===== src/assert_macros.svh =====
// assertion macros used by the idle timeout timing wheel control rtl
// no dependencies; define ASSERT_OFF to compile the checks out
`ifndef ASSERT_MACROS_SVH
`define ASSERT_MACROS_SVH

`ifndef ASSERT_OFF

`define ASSERT_IMPLY(lbl, clk, rst, ante, cons) \
   lbl: assert property (@(posedge clk) disable iff (rst) (ante) |-> (cons)) \
      else $error("assertion failed: lbl");

`define ASSERT_NEXT(lbl, clk, rst, ante, cons) \
   lbl: assert property (@(posedge clk) disable iff (rst) (ante) |=> (cons)) \
      else $error("assertion failed: lbl");

`else

`define ASSERT_IMPLY(lbl, clk, rst, ante, cons)

`define ASSERT_NEXT(lbl, clk, rst, ante, cons)

`endif

`endif


===== src/ittw_pkg.sv =====
// shared constants, types and state codes for the idle timeout timing wheel
// no dependencies
`timescale 1ns / 1ps
`default_nettype none

package ittw_pkg;

   localparam int MAX_CONNS = 64;
   localparam int MAX_SLOTS = 64;
   localparam int CONN_W    = 6;
   localparam int SLOT_W    = $clog2(MAX_SLOTS);
   localparam int CSR_W     = 7;
   localparam int CNT_W     = $clog2(MAX_CONNS + 1);

   localparam logic [CSR_W-1:0] WHEEL_SIZE_RESET = CSR_W'(60);

   typedef enum logic [2:0] {
      ST_IDLE  = 3'b001,
      ST_SCAN  = 3'b010,
      ST_FLUSH = 3'b100
   } state_type;

   typedef struct packed {
      logic              vld;
      logic              expired_valid;
      logic [CONN_W-1:0] id;
      logic              last;
   } push_type;

endpackage

`default_nettype wire


===== src/ittw_slot_ram.sv =====
// generic single write port, single registered read port ram
// holds the wheel slot of each connection; no dependencies
`timescale 1ns / 1ps
`default_nettype none

module ittw_slot_ram #(
   parameter int DEPTH = 64,
   parameter int WIDTH = 6
) (
   input  wire logic                     clock,
   input  wire logic                     wr_en,
   input  wire logic [$clog2(DEPTH)-1:0] wr_addr,
   input  wire logic [WIDTH-1:0]         wr_data,
   input  wire logic                     rd_en,
   input  wire logic [$clog2(DEPTH)-1:0] rd_addr,
   output logic      [WIDTH-1:0]         rd_data
);

   logic [WIDTH-1:0] mem_ff [DEPTH];

   always_ff @(posedge clock) begin
      if (wr_en) begin
         mem_ff[wr_addr] <= wr_data;
      end
   end

   always_ff @(posedge clock) begin
      if (rd_en) begin
         rd_data <= mem_ff[rd_addr];
      end
   end

endmodule

`default_nettype wire


===== src/ittw_ctrl.sv =====
// wheel control: position, armed bits, refresh writes and tick scan
// uses ittw_pkg, ittw_slot_ram and assert_macros.svh
`timescale 1ns / 1ps
`default_nettype none

`include "assert_macros.svh"

module ittw_ctrl (
   input  wire logic                         clock,
   input  wire logic                         reset,
   input  wire logic                         csr_wr_en,
   input  wire logic [ittw_pkg::CSR_W-1:0]   csr_wr_data,
   input  wire logic                         req_valid,
   output logic                              req_stall,
   input  wire logic                         req_action,
   input  wire logic [ittw_pkg::CONN_W-1:0]  req_conn_id,
   input  wire logic                         out_free,
   output ittw_pkg::push_type                push
);

   import ittw_pkg::*;

   state_type             state_ff, state_in;
   logic [CSR_W-1:0]      size_ff;
   logic [SLOT_W-1:0]     pos_ff, pos_in;
   logic [MAX_CONNS-1:0]  armed_ff, armed_in;
   logic [CNT_W-1:0]      cnt_ff, cnt_in;
   logic                  s1_vld_ff, s1_vld_in;
   logic [CONN_W-1:0]     s1_id_ff, s1_id_in;
   logic                  pend_vld_ff, pend_vld_in;
   logic [CONN_W-1:0]     pend_id_ff, pend_id_in;

   logic [CSR_W-1:0]      size_eff;
   logic [CSR_W-1:0]      size_m1;
   logic [CSR_W-1:0]      pos_inc;
   logic [SLOT_W-1:0]     place;
   logic                  accept;
   logic                  match;
   logic                  advance;
   logic                  ram_wr_en;
   logic                  ram_rd_en;
   logic [SLOT_W-1:0]     ram_rd_data;

   // effective wheel size, clamped to 1..MAX_SLOTS
   always_comb begin
      if (size_ff == '0) begin
         size_eff = CSR_W'(1);
      end else if (size_ff > CSR_W'(MAX_SLOTS)) begin
         size_eff = CSR_W'(MAX_SLOTS);
      end else begin
         size_eff = size_ff;
      end
   end

   assign size_m1 = size_eff - CSR_W'(1);
   assign pos_inc = CSR_W'(pos_ff) + CSR_W'(1);

   // slot just behind the current position
   always_comb begin
      if (pos_ff == '0 || CSR_W'(pos_ff) > size_eff) begin
         place = size_m1[SLOT_W-1:0];
      end else begin
         place = pos_ff - SLOT_W'(1);
      end
   end

   assign req_stall = (state_ff != ST_IDLE);
   assign accept    = req_valid && !req_stall;

   assign match   = s1_vld_ff && armed_ff[s1_id_ff] && (ram_rd_data == pos_ff);
   assign advance = !(match && pend_vld_ff && !out_free);

   always_comb begin
      state_in    = state_ff;
      pos_in      = pos_ff;
      armed_in    = armed_ff;
      cnt_in      = cnt_ff;
      s1_vld_in   = s1_vld_ff;
      s1_id_in    = s1_id_ff;
      pend_vld_in = pend_vld_ff;
      pend_id_in  = pend_id_ff;
      ram_wr_en   = 1'b0;
      ram_rd_en   = 1'b0;
      push        = '0;

      case (state_ff)
         ST_IDLE: begin
            if (accept) begin
               if (!req_action) begin
                  armed_in[req_conn_id] = 1'b1;
                  ram_wr_en             = 1'b1;
               end else begin
                  if (pos_inc >= size_eff) begin
                     pos_in = '0;
                  end else begin
                     pos_in = pos_inc[SLOT_W-1:0];
                  end
                  cnt_in      = '0;
                  s1_vld_in   = 1'b0;
                  pend_vld_in = 1'b0;
                  state_in    = ST_SCAN;
               end
            end
         end
         ST_SCAN: begin
            if (advance) begin
               if (match) begin
                  armed_in[s1_id_ff] = 1'b0;
                  pend_vld_in        = 1'b1;
                  pend_id_in         = s1_id_ff;
                  if (pend_vld_ff) begin
                     push.vld           = 1'b1;
                     push.expired_valid = 1'b1;
                     push.id            = pend_id_ff;
                     push.last          = 1'b0;
                  end
               end
               if (cnt_ff < CNT_W'(MAX_CONNS)) begin
                  ram_rd_en = 1'b1;
                  s1_vld_in = 1'b1;
                  s1_id_in  = cnt_ff[CONN_W-1:0];
                  cnt_in    = cnt_ff + CNT_W'(1);
               end else begin
                  s1_vld_in = 1'b0;
                  if (!s1_vld_ff) begin
                     state_in = ST_FLUSH;
                  end
               end
            end
         end
         ST_FLUSH: begin
            if (out_free) begin
               push.vld           = 1'b1;
               push.expired_valid = pend_vld_ff;
               push.id            = pend_vld_ff ? pend_id_ff : '0;
               push.last          = 1'b1;
               pend_vld_in        = 1'b0;
               state_in           = ST_IDLE;
            end
         end
         default: begin
            state_in = ST_IDLE;
         end
      endcase
   end

   always_ff @(posedge clock) begin
      if (reset) begin
         state_ff    <= ST_IDLE;
         size_ff     <= WHEEL_SIZE_RESET;
         pos_ff      <= '0;
         armed_ff    <= '0;
         cnt_ff      <= '0;
         s1_vld_ff   <= 1'b0;
         pend_vld_ff <= 1'b0;
      end else begin
         state_ff    <= state_in;
         pos_ff      <= pos_in;
         armed_ff    <= armed_in;
         cnt_ff      <= cnt_in;
         s1_vld_ff   <= s1_vld_in;
         pend_vld_ff <= pend_vld_in;
         if (csr_wr_en) begin
            size_ff <= csr_wr_data;
         end
      end
   end

   always_ff @(posedge clock) begin
      s1_id_ff   <= s1_id_in;
      pend_id_ff <= pend_id_in;
   end

   ittw_slot_ram #(
      .DEPTH (MAX_CONNS),
      .WIDTH (SLOT_W)
   ) u_slot_ram (
      .clock   (clock),
      .wr_en   (ram_wr_en),
      .wr_addr (req_conn_id),
      .wr_data (place),
      .rd_en   (ram_rd_en),
      .rd_addr (cnt_ff[CONN_W-1:0]),
      .rd_data (ram_rd_data)
   );

   `ASSERT_IMPLY(a_push_has_room, clock, reset, push.vld, out_free)
   `ASSERT_NEXT(a_pos_held_in_scan, clock, reset, state_ff != ST_IDLE, $stable(pos_ff))
   `ASSERT_IMPLY(a_pend_only_busy, clock, reset, pend_vld_ff, state_ff != ST_IDLE)
   `ASSERT_IMPLY(a_cnt_bounded, clock, reset, 1'b1, cnt_ff <= CNT_W'(MAX_CONNS))
   `ASSERT_IMPLY(a_no_write_in_scan, clock, reset, ram_wr_en, state_ff == ST_IDLE)

endmodule

`default_nettype wire


===== src/idle_timeout_timing_wheel_top.sv =====
// top level of the idle timeout timing wheel: control plus result register
// uses ittw_pkg and ittw_ctrl
//
// channel  dir  handshake              payload
// req      in   req_valid/req_stall    req_action, req_conn_id
// rsp      out  rsp_valid/rsp_stall    rsp_expired_valid, rsp_expired_id, rsp_last
// csr      in   csr_wr_en              csr_wr_data (wheel size)
//
// a refresh is accepted while idle; a tick reads the slot ram once per connection,
// over all 64 connections
// req_stall stays high during a tick scan; a stalled rsp pauses the scan
// synchronous active high reset clears position, armed bits and wheel size to 60
`timescale 1ns / 1ps
`default_nettype none

module idle_timeout_timing_wheel_top (
   input  wire logic                         clock,
   input  wire logic                         reset,
   input  wire logic                         csr_wr_en,
   input  wire logic [ittw_pkg::CSR_W-1:0]   csr_wr_data,
   input  wire logic                         req_valid,
   output logic                              req_stall,
   input  wire logic                         req_action,
   input  wire logic [ittw_pkg::CONN_W-1:0]  req_conn_id,
   output logic                              rsp_valid,
   input  wire logic                         rsp_stall,
   output logic                              rsp_expired_valid,
   output logic [ittw_pkg::CONN_W-1:0]       rsp_expired_id,
   output logic                              rsp_last
);

   import ittw_pkg::*;

   push_type          push;
   logic              out_free;
   logic              rsp_valid_ff;
   logic              rsp_ev_ff;
   logic [CONN_W-1:0] rsp_id_ff;
   logic              rsp_last_ff;

   assign out_free = !rsp_valid_ff || !rsp_stall;

   ittw_ctrl u_ctrl (
      .clock       (clock),
      .reset       (reset),
      .csr_wr_en   (csr_wr_en),
      .csr_wr_data (csr_wr_data),
      .req_valid   (req_valid),
      .req_stall   (req_stall),
      .req_action  (req_action),
      .req_conn_id (req_conn_id),
      .out_free    (out_free),
      .push        (push)
   );

   always_ff @(posedge clock) begin
      if (reset) begin
         rsp_valid_ff <= 1'b0;
      end else if (push.vld) begin
         rsp_valid_ff <= 1'b1;
      end else if (!rsp_stall) begin
         rsp_valid_ff <= 1'b0;
      end
   end

   always_ff @(posedge clock) begin
      if (push.vld) begin
         rsp_ev_ff   <= push.expired_valid;
         rsp_id_ff   <= push.id;
         rsp_last_ff <= push.last;
      end
   end

   assign rsp_valid         = rsp_valid_ff;
   assign rsp_expired_valid = rsp_ev_ff;
   assign rsp_expired_id    = rsp_id_ff;
   assign rsp_last          = rsp_last_ff;

endmodule

`default_nettype wire


===== config.mk =====
export PLATFORM = sky130hd
export DESIGN_NAME = idle_timeout_timing_wheel_top
export DESIGN_NICKNAME = d
export VERILOG_FILES = /design/src/ittw_pkg.sv /design/src/ittw_slot_ram.sv /design/src/ittw_ctrl.sv /design/src/idle_timeout_timing_wheel_top.sv
export VERILOG_INCLUDE_DIRS = /design/src /design/src/src
export SDC_FILE = /design/constraint.sdc
export NUM_CORES = 1
export LEC_CHECK = 0
export ABC_CLOCK_PERIOD_IN_PS = 17700
export BUFFER_PORTS_ARGS = -buffer_cell sky130_fd_sc_hd__buf_2
export CAP_MARGIN = 40
export CORE_UTILIZATION = 60
export CTS_CLUSTER_SIZE = 16
export DETAILED_ROUTE_END_ITERATION = 8
export GPL_ROUTABILITY_DRIVEN = 1
export GPL_TIMING_DRIVEN = 0
export HOLD_SLACK_MARGIN = 0.06
export PLACE_DENSITY_LB_ADDON = 0.1
export SYNTH_ARGS = -nofsm -noshare
export SYNTH_HDL_FRONTEND = slang
export SYNTH_SLANG_ARGS = --single-unit

===== constraint.sdc =====
create_clock -name clock -period 17.7 [get_ports clock]
set_clock_uncertainty 0.2 [all_clocks]
set_input_delay 3.54 -clock clock [delete_from_list [all_inputs] [get_ports clock]]
set_output_delay 3.54 -clock clock [all_outputs]
set_load 0.05 [all_outputs]

* Word-level counts from Yosys, hierarchy flattened *
Memories as Yosys holds them, arrays and structs flattened. A register that Yosys moved wholly into a read port is not among the register bits.
Index checks and enable logic that the tools add are counted.

operators by class
  multiplexer cells = 51
  add/subtract/negate cells = 4
  $lt $le $gt $ge = 8
  reductions and logical operators = 25
  eq/ne operators = 15
  bitwise logic cells = 4

operators by type and width
  cell                                                                                  number
  64-bit 2-to-1 mux                                                                     4
  64-bit case mux with 2 select lines                                                   1
  64-bit bitwise AND                                                                    1
  64-bit inverter                                                                       1
  64-bit bitwise OR                                                                     1
  7-bit 2-to-1 mux                                                                      6
  9-bit 2-to-1 mux                                                                      4
  1-bit 2-to-1 mux                                                                      19
  3-bit 2-to-1 mux                                                                      6
  6-bit 2-to-1 mux                                                                      3
  9-bit case mux with 2 select lines                                                    1
  6-bit by 7-bit < comparator with 1-bit output (second input constant)                 2
  7-bit case mux with 2 select lines                                                    1
  1-bit demux with 6-bit select                                                         2
  6-bit by 1-bit greater-or-equal comparator with 1-bit output (second input constant)  2
  6-bit AND reduction                                                                   2
  6-bit by 1-bit subtractor with 6-bit output (second input constant)                   2
  2-bit by 1-bit inequality test with 1-bit output (second input constant)              5
  2-bit inequality test (second input constant)                                         5
  5-bit AND reduction                                                                   2
  3-bit case mux with 3 select lines                                                    1
  3-bit AND reduction                                                                   3
  6-bit by 1-bit adder with 7-bit output (second input constant)                        1
  7-bit by 1-bit adder with 7-bit output (second input constant)                        1
  21 further kinds                                                                      31

word-level totals
  input bits = 19
  memories = 1
  register bits = 110
  output and inout bits = 10
  RAM bits = 384
  logic and storage cells = 121

memories
  memory                    words  bits a word  read ports  clocked after Yosys merged registers in  write ports  RTL line             text
  u_ctrl.u_slot_ram.mem_ff  64     6            1           1                                        1            ittw_slot_ram.sv:19  logic [WIDTH-1:0] mem_ff [DEPTH];

* Depth between registers and ports, before layout *
Gate-level depths: netlist of run 1.

  depth after elaboration = 9
  mapped depth = 13
  depth with buffers taken out = 13

* Hierarchy *
Synthesis of run 1 repeated with hierarchy kept, for this count alone.

unflattened totals
  cell total of the unflattened synthesis = 1381
  area, all modules = 21383.0 um2

modules (own cells, without submodules)
  module                         times used  cells each  seq. area each (um2)  area each (um2)
  ittw_slot_ram                  1           720         11711.2               15285.9
  ittw_ctrl                      1           649         2142.1                5824.3
  idle_timeout_timing_wheel_top  1           12          260.2                 272.8

* Worst setup path before layout of run 1 *
Ideal clock, no wire load.

  path kind = flip-flop to flip-flop
  start point = reg u_ctrl.size_ff[1]
  end point = mem u_ctrl.u_slot_ram.mem_ff[0][4] (data pin)
  stages on the path, launching flop included = 14
  path buffers = 0
  library setup time = 535 ps
  slack = 10829 ps
  period minus slack after synthesis = 6871 ps
  arrival = 6136 ps
  cell sequence = dfxtp_1 nor3_1 a21oi_1 nor2_1 ha_1 nor2b_1 o21a_1 o21ai_0 a21o_1 a21boi_1 mux2i_1 ha_1 nand3_1 xor2_1

between the ends
  longest elaborated chain between the ends = 6
  elaborated cells between the ends (all ways) = 8

ends and longest elaborated chain
  element                                        RTL line             text
  from (decl)                                    ittw_ctrl.sv:24      logic [CSR_W-1:0] size_ff;
  from (signal assigned)                         ittw_ctrl.sv:164     size_ff <= csr_wr_data;
  7-bit > comparator                             ittw_ctrl.sv:48      end else if (size_ff > CSR_W'(MAX_SLOTS)) begin
  7-bit 2-to-1 mux                               ittw_ctrl.sv:48
  7-bit 2-to-1 mux (*)                           ittw_ctrl.sv:46      if (size_ff == '0) begin
  6-bit by 7-bit > comparator with 1-bit output  ittw_ctrl.sv:60      if (pos_ff == '0 || CSR_W'(pos_ff) > size_eff) begin
  1-bit logical OR                               ittw_ctrl.sv:60
  6-bit 2-to-1 mux (*)                           ittw_ctrl.sv:60
  via u_ctrl.place[4]                            ittw_ctrl.sv:36      logic [SLOT_W-1:0] place;
  to (decl)                                      ittw_slot_ram.sv:19

Mark *: on every way through the listed nets, which the timed path passes. The rest lies on a longest branch.

* Final worst setup path of run 1 *
  start point = in req_action
  end point = reg u_ctrl.armed_ff[63]

between the ends
  longest elaborated chain between the ends = 2

ends and longest elaborated chain
  element                                 RTL line                             text
  from (decl)                             idle_timeout_timing_wheel_top.sv:23  input wire logic req_action,
  2-bit inequality test (no source line)  n/a
  5-bit AND reduction (no source line)    n/a
  to (signal assigned)                    ittw_ctrl.sv:159                     armed_ff <= armed_in;
  to (decl)                               ittw_ctrl.sv:26                      logic [MAX_CONNS-1:0] armed_ff, armed_in;

No other way between the ends.
A chain may end at the register's enable or synchronous reset.

==> results_dict.tcl, run 1 <==
set metrics [dict create \
    cp_max_fo 8 \
    drive_above_1_share_pct 21.2 \
    multi_input_area_mm2 0.00625 \
    setup_ws_ps 11950 \
    crit_path_end_kind "register" \
    grt_max_degree 43 \
    p_per_area_mw_per_mm2 108 \
    final-setup-viol-count 0 \
    worstSetupPathType "input pin to register" \
    final_core_util_pct 69.8 \
    slowest_stage "nor2_1" \
    reg2reg_depth 15 \
    area_delta_synth_final_pct 13.7 \
    synth_seq_cells 500 \
    cp-start-kind "input pin" \
    required_ps 17980 \
    cp.arrival_ps 6030 \
    holdPathEnd "u_ctrl.s1_id_ff[5]" \
    cts_buffer_depth 3 \
    clkLatencyLatePin_ps 570 \
    tritoncts "yes" \
    first_pass_iters 5 \
    die_h_um 188 \
    final_max_slew_viol_count 0 \
    p_leak_nw 7.57 \
    cts-resized-gates 0 \
    grt_usage_pct 29.4 \
    numClockSinks 500 \
    regToRegSetupSlack_ps 12660 \
    pre_cts_ws_ps 11470 \
    row_count 67 \
    first_global_vias 12000 \
    die_w_um 188 \
    vdd_ir_drop_max_v 0.0000924 \
    grt_pass1_wl_um 75500 \
    rsz0062_at_grt "no" \
    cts_buffers 49 \
    hold_class "register to register" \
    root_buffer "clkbuf_16" \
    netlist_area_mm2 0.0207 \
    htreeDepth 2 \
    path_cells "buf_2, nand3b_1, nor2_1, nand3_1, nor2_1, nor2_1, a211oi_1" \
    synth_edf_count 410 \
    yosysWarnings 0 \
    numPortBuffers 27 \
    cp_slowest_stage_delay_ps 880 \
    worst_hold_slack_ps 229 \
    drt_iter0_markers 1319 \
    min_path_cells 0 \
    clk_pin_slew_ps 60 \
    vias 12200 \
    ant_nets 0 \
    dpl_cell_area_mm2 0.0219 \
    period_minus_slack_ps 5750 \
    fmax_mhz 174 \
    status "completed" \
    ys_async_sr_fraction_pct 0 \
    min-delay-start "u_ctrl.cnt_ff[5]" \
    globalRouteOverflowTotal 0 \
    stdcell_area_mm2 0.0236 \
    avgRoutedWirePerCell_um 27.1 \
    gp_congestion 0.990 \
    post_cts_buffers 0 \
    syn_area_per_cell_um2 16.3 \
    relSlewSlack_pct 37.1 \
    fin_nets 1415 \
    critPathTopFamily "simple AND/OR/NAND/NOR gates" \
    n_antenna_cell 0 \
    syn_inst 1275 \
    synthFlopType "edfxtp_1" \
    seq_area_mm2 0.0141 \
    post-route-period-util_pct 32.5 \
    antenna_found_initial 3 \
    maxCapViolations 0 \
    worst_pin_slew_ps 940 \
    coreArea_mm2 0.0338 \
    holdBufCountCts 0 \
    r2r-end "u_ctrl.u_slot_ram.mem_ff[9][4]" \
    syn-num-nets 1312 \
    drc 0 \
    cp_common_cell "nor2_1" \
    r2r-start "u_ctrl.size_ff[1]" \
    dp_hpwl_um 36000 \
    initial_utilization_pct 61.4 \
    final.setup.tns_ps 0 \
    ios 29 \
    routed_wl_um 50500 \
    fillerInstances 2167 \
    vias_per_cell 6.53 \
    die-area_mm2 0.0353 \
    ys_seq_area_share_pct 68.0 \
    worst-path-buf-inv 1 \
    hold_viol_final 0 \
    yosysUniqueCellTypes 63 \
]
==> final cells by class <==
cell class / count / area share (%)
clock inverter: 33 / 1.58
timing repair buffer: 52 / 2.13
buffer: 67 / 1.33
clock buffer: 58 / 5.61
multi-input combinational: 666 / 26.5
tap: 448 / 2.38
sequential: 500 / 59.8
inverter: 42 / 0.668
==> cells by family (layout without fill, tap and decap cells) <==
logic type                 after synthesis  after routing  share of synthesized area [%]
AOI/OAI and AO/OA                      157            157                           5.56
muxes                                  146            146                           14.9
buffers and inverters                  109            252                           2.27
DFF                                    500            500                           68.0
adders and majority gates               18             18                           1.09
and+or+nand+nor                        329            329                           7.46
xor gates and xnor gates                16             16                          0.676
==> layer usage <==
| layer | global-route usage, % | share of wire [%] | vias to the layer above |
|---|---|---|---|
| met5 | 0 | 0.044 | - |
| met1 | 41.1 | 40 | 6150 |
| li1 | - | - | 5262 |
| met3 | 6.21 | 9.4 | 132 |
| met2 | 45.5 | 47 | 636 |
| met4 | 12.1 | 4.2 | 4 |
==> report_power, final <==
| group | total, mW | internal (mW) | switching [mW] |
|---|---|---|---|
| logic | 0.134 | 0.0356 | 0.0982 |
| clock network | 1.08 | 0.651 | 0.434 |
| registers | 1.33 | 1.33 | 0.00245 |
==> Yosys cell counts (all sizes together) (14+ instances only) <==
master	instances	share of area (%)
nor2b	14	0.49
a21oi	30	0.72
mux4	130	14
nand2	57	1.0
clkbuf	41	0.74
nand3	27	0.65
edfxtp	410	59
o31ai	27	0.98
nor2	138	2.5
nor3	28	0.70
nor4	20	0.60
a211oi	25	0.90
and2	14	0.43
buf	26	0.77
ha	18	1.1
inv	42	0.76
dfxtp	90	8.7
==> worst max path at each step <==
stage | start | to | slack, ps | cells after the start
after global routing | req_action | u_ctrl.armed_ff[38] | 11850 | 7
after detailed placement | req_action | u_ctrl.armed_ff[39] | 11470 | 7
after global placement | u_ctrl.size_ff[1] | u_ctrl.u_slot_ram.mem_ff[4][4] | 6750 | 13
after floorplan | u_ctrl.size_ff[1] | u_ctrl.u_slot_ram.mem_ff[0][4] | 10830 | 13
final | req_action | u_ctrl.armed_ff[63] | 11950 | 7
after CTS | req_action | u_ctrl.armed_ff[39] | 12100 | 7
==> state kept, by name, summed over array words and instances, names as in the netlist <==
signal / count
u_ctrl.u_slot_ram.mem_ff: 384
u_ctrl.armed_ff: 64
u_ctrl.cnt_ff: 7
u_ctrl.size_ff: 7
rsp_expired_id: 6
u_ctrl.pend_id_ff: 6
u_ctrl.pos_ff: 6
u_ctrl.s1_id_ff: 6
u_ctrl.u_slot_ram.rd_data: 6
u_ctrl.state_ff: 3
rsp_expired_valid: 1
rsp_last: 1
rsp_valid: 1
u_ctrl.pend_vld_ff: 1
u_ctrl.s1_vld_ff: 1
==> through the flow <==
stage	cells	total power, mW
after detailed placement	1775	1.49
after global placement	1750	1.47
after floorplan	1275	1.42
after CTS	1866	2.56
after global routing	1866	2.61
final	1866	2.55
==> cell usage in the layout, fill, tap and decap left out, drive strengths merged, types with 20 or more instances in the layout <==
cell type,Yosys,final
a211oi,25,25
a21oi,30,30
buf,26,78
clkbuf,41,99
dfxtp,90,90
edfxtp,410,410
inv,42,44
mux4,130,130
nand2,57,57
nand3,27,27
nor2,138,138
nor3,28,28
nor4,20,20
o31ai,27,27
No activity file was read; power rests on OpenSTA's default activity.
==> run 2, diff against run 1 <==
ABC_AREA = 1   (was not set)
ABC_CLOCK_PERIOD_IN_PS = 4810   (was 17700)
CORE_UTILIZATION = 57   (was 60)
clock period = 4.81 ns   (was 17.7 ns; I/O delays follow)
==> run 2 against run 1 <==
Count of clock-buffer cells in the layout is 6 higher. Clock power grew to 3.8 times the previous value. Cell area is 6.3% higher. Synthesized cell count is 70% higher. Combinational power grew to 27 times the previous value. Core utilization is 3.4 points lower. Non-clock buffer count is 122 higher. Critical endpoint is now u_ctrl.u_slot_ram.mem_ff[11][5].
==> results_dict.tcl, run 2 <==
set metrics [dict create \
    status "completed" \
    post-route-period-util_pct 86.9 \
    drt_iter0_markers 2659 \
    synth_top_area_share_pct 56.0 \
    numClockSinks 500 \
    hold_viol_final 0 \
    largest_reg_flops 384 \
    gp_congestion 1.00 \
    hold_class "register to register" \
    holdBufCountCts 0 \
    row_count 71 \
    ios 29 \
    yosysWarnings 0 \
    holdPathEnd "u_ctrl.s1_id_ff[4]" \
    cp.arrival_ps 4310 \
    r2r-start "u_ctrl.size_ff[2]" \
    drc 0 \
    n_antenna_cell 0 \
    yosysMostFrequentCell "edfxtp_1" \
    die-area_mm2 0.0393 \
    coreArea_mm2 0.0378 \
    regMostFlops "u_ctrl.u_slot_ram.mem_ff" \
    synthFlopType "edfxtp_1" \
    cts-resized-gates 0 \
    cts_buffer_depth 3 \
    tritoncts "yes" \
    vias_per_cell 6.30 \
    synth_edf_count 410 \
    final_max_slew_viol_count 0 \
    min_path_cells 0 \
    regToRegSetupSlack_ps 630 \
    r2r-end "u_ctrl.u_slot_ram.mem_ff[11][5]" \
    synth_seq_cells 500 \
    yosysUniqueCellTypes 38 \
    final.setup.tns_ps 0 \
    switching_power_mw 4.49 \
    stdcell_area_mm2 0.0251 \
    avgRoutedWirePerCell_um 24.9 \
    numPortBuffers 27 \
    sw_frac_of_total_pct 34.8 \
    cp_slowest_stage_delay_ps 670 \
    relSlewSlack_pct 33.6 \
    clkLatencyLatePin_ps 610 \
    first_pass_iters 6 \
    grt_max_degree 38 \
    p_clk_share_pct 31.6 \
    reg.largest.list "u_ctrl.u_slot_ram.mem_ff x384, u_ctrl.armed_ff x64" \
    clk_pin_slew_ps 60 \
    mostFrequentLayoutCell "edfxtp_1" \
    p_int_mw 8.41 \
    layout_common_cells "410 x edfxtp_1, 333 x nand2_1, 314 x nor2_1, 253 x o21ai_0, 125 x nand3_1" \
    combPwrFrac_pct 27.8 \
    crit_path_end_kind "register" \
    slowest_stage "o21ai_0" \
    root_buffer "clkbuf_16" \
    ant_nets 0 \
    globalRouteOverflowTotal 0 \
    worst_pin_slew_ps 997 \
    area_delta_synth_final_pct 14.2 \
    htreeDepth 2 \
    antenna_found_initial 0 \
    p_per_area_mw_per_mm2 514 \
    vias 18100 \
    vdd_ir_drop_max_v 0.000475 \
    min-delay-start "u_ctrl.cnt_ff[4]" \
    path_cells "nor2_1, nand3_1, nor2_1, o21ai_0, inv_1, ha_1, nand2_1, nor2_1, nand4_1, nand2_1, nand2_1, clkbuf_1, o21ai_0, nand2_1, nor2_1, nand2_1, nand2_1, nand2_2, buf_12" \
    period_minus_slack_ps 4180 \
    grt_usage_pct 37.0 \
    initial_utilization_pct 58.2 \
    yosysTopAreaCell "edfxtp_1" \
    fin_nets 2357 \
    required_ps 4940 \
    ys_async_sr_fraction_pct 0 \
    cp-start-kind "register" \
    synthTopCellsByArea "edfxtp_1 56%, dfxtp_1 8.2%, o21ai_0 5.8%" \
    post_cts_buffers 0 \
    worstSetupPathType "register to register" \
    syn-num-nets 2206 \
    grt_pass1_wl_um 105000 \
    syn_inst 2169 \
    first_global_vias 17100 \
    fmax_mhz 239 \
    p_leak_nw 8.73 \
    die_w_um 198 \
    cp_max_fo 35 \
    maxCapViolations 0 \
    syn_area_per_cell_um2 10.1 \
    cts_buffers 50 \
    dpl_cell_area_mm2 0.0234 \
    ys_seq_area_share_pct 64.2 \
    rsz0062_at_grt "no" \
    netlist_area_mm2 0.0220 \
    reg2reg_depth 19 \
    routed_wl_um 71400 \
    dp_hpwl_um 48800 \
    pwr-share-seq_pct 40.6 \
    drive_above_1_share_pct 10.0 \
    final-setup-viol-count 0 \
    finalPower_mw 12.9 \
    yosys-top-cells-count "410 x edfxtp_1, 334 x nand2_1, 314 x nor2_1" \
    cp_common_cell "nand2_1" \
    die_h_um 198 \
]
[run 2: cell types whose count changed in the layout (fill, tap and decap cells not counted), sizes merged, moves of 57 or more]
| cell | before | now |
|---|---|---|
| nor2 | 138 | 317 |
| clkbuf | 99 | 171 |
| nand2 | 57 | 337 |
| o21ai | 13 | 281 |
| inv | 44 | 116 |
| mux4 | 130 | 0 |
| o22ai | 3 | 60 |
| nand3 | 27 | 125 |
| nor3 | 28 | 85 |
| a21oi | 30 | 94 |
[run 2: how the worst max path moves through the flow]
stage	start	end	slack, ps	cells after the start
6_report	u_ctrl.size_ff[2]	u_ctrl.u_slot_ram.mem_ff[11][5]	630	19
5_1_grt	u_ctrl.size_ff[5]	u_ctrl.u_slot_ram.mem_ff[15][5]	170	19
4_1_cts	u_ctrl.size_ff[2]	u_ctrl.u_slot_ram.mem_ff[11][5]	600	19
3_5_place_dp	req_valid	u_ctrl.u_slot_ram.mem_ff[24][4]	590	9
3_3_place_gp	u_ctrl.size_ff[4]	u_ctrl.u_slot_ram.mem_ff[56][4]	-2660	16
2_1_floorplan	u_ctrl.size_ff[2]	u_ctrl.u_slot_ram.mem_ff[0][4]	-5	16
[run 2: per-stage QoR]
step / utilization (%) / std cells / setup WS (ps) / hold slack [ps]
global route: 66.5 / 2871 / 166 / 246
finish: 66.5 / 2871 / 629 / 234
detailed placement: 62.0 / 2778 / 594 / 219
global placement: 60.3 / 2707 / -2660 / 220
CTS: 66.4 / 2870 / 596 / 234
floorplan: - / 2169 / -4.51 / 206
[run 2: kinds of logic after synthesis]
kind of cell / Yosys count / share of synthesized area [%]
fa+ha+maj: 18 / 1.03
xor+xnor: 12 / 0.478
buf+inv: 261 / 4.94
flops: 500 / 64.2
compound gates: 492 / 12.4
simple gates: 886 / 16.9
[run 2: power by group through the flow]
stage / Sequential [mW] / Combinational, mW / Clock (mW)
2_1_floorplan: 5.35 / 1.77 / 0
3_3_place_gp: 5.38 / 3.10 / 0
3_5_place_dp: 5.32 / 3.42 / 0
4_1_cts: 5.23 / 3.44 / 4.07
5_1_grt: 5.24 / 3.73 / 4.23
6_report: 5.23 / 3.59 / 4.08
[run 2: critical path, delay by kind of cell, from the launching register on]
kind	cells	cell delay, ps
and+or+nand+nor	13	1410
AOI/OAI and AO/OA	2	900
buffers and inverters	3	740
DFF	1	360
adders and majority gates	1	290
[run 2: area by class of cell]
type / count / area [µm²]
buffer: 142 / 638
clock buffer: 64 / 1360
clock inverter: 28 / 332
fill: 2971 / 12700
inverter: 119 / 447
multi-input combinational: 1408 / 6840
sequential: 500 / 14100
tap: 511 / 639
timing repair buffer: 99 / 724
[run 2: metal layers]
metal  vias to the layer above  wire [µm]  track usage (%)
met1                      8574      27100             51.6
met4                         0       3040             15.2
met3                       230      10100             9.78
met5                         -          0                0
met2                      1324      31100             55.0
li1                       7953          -                -
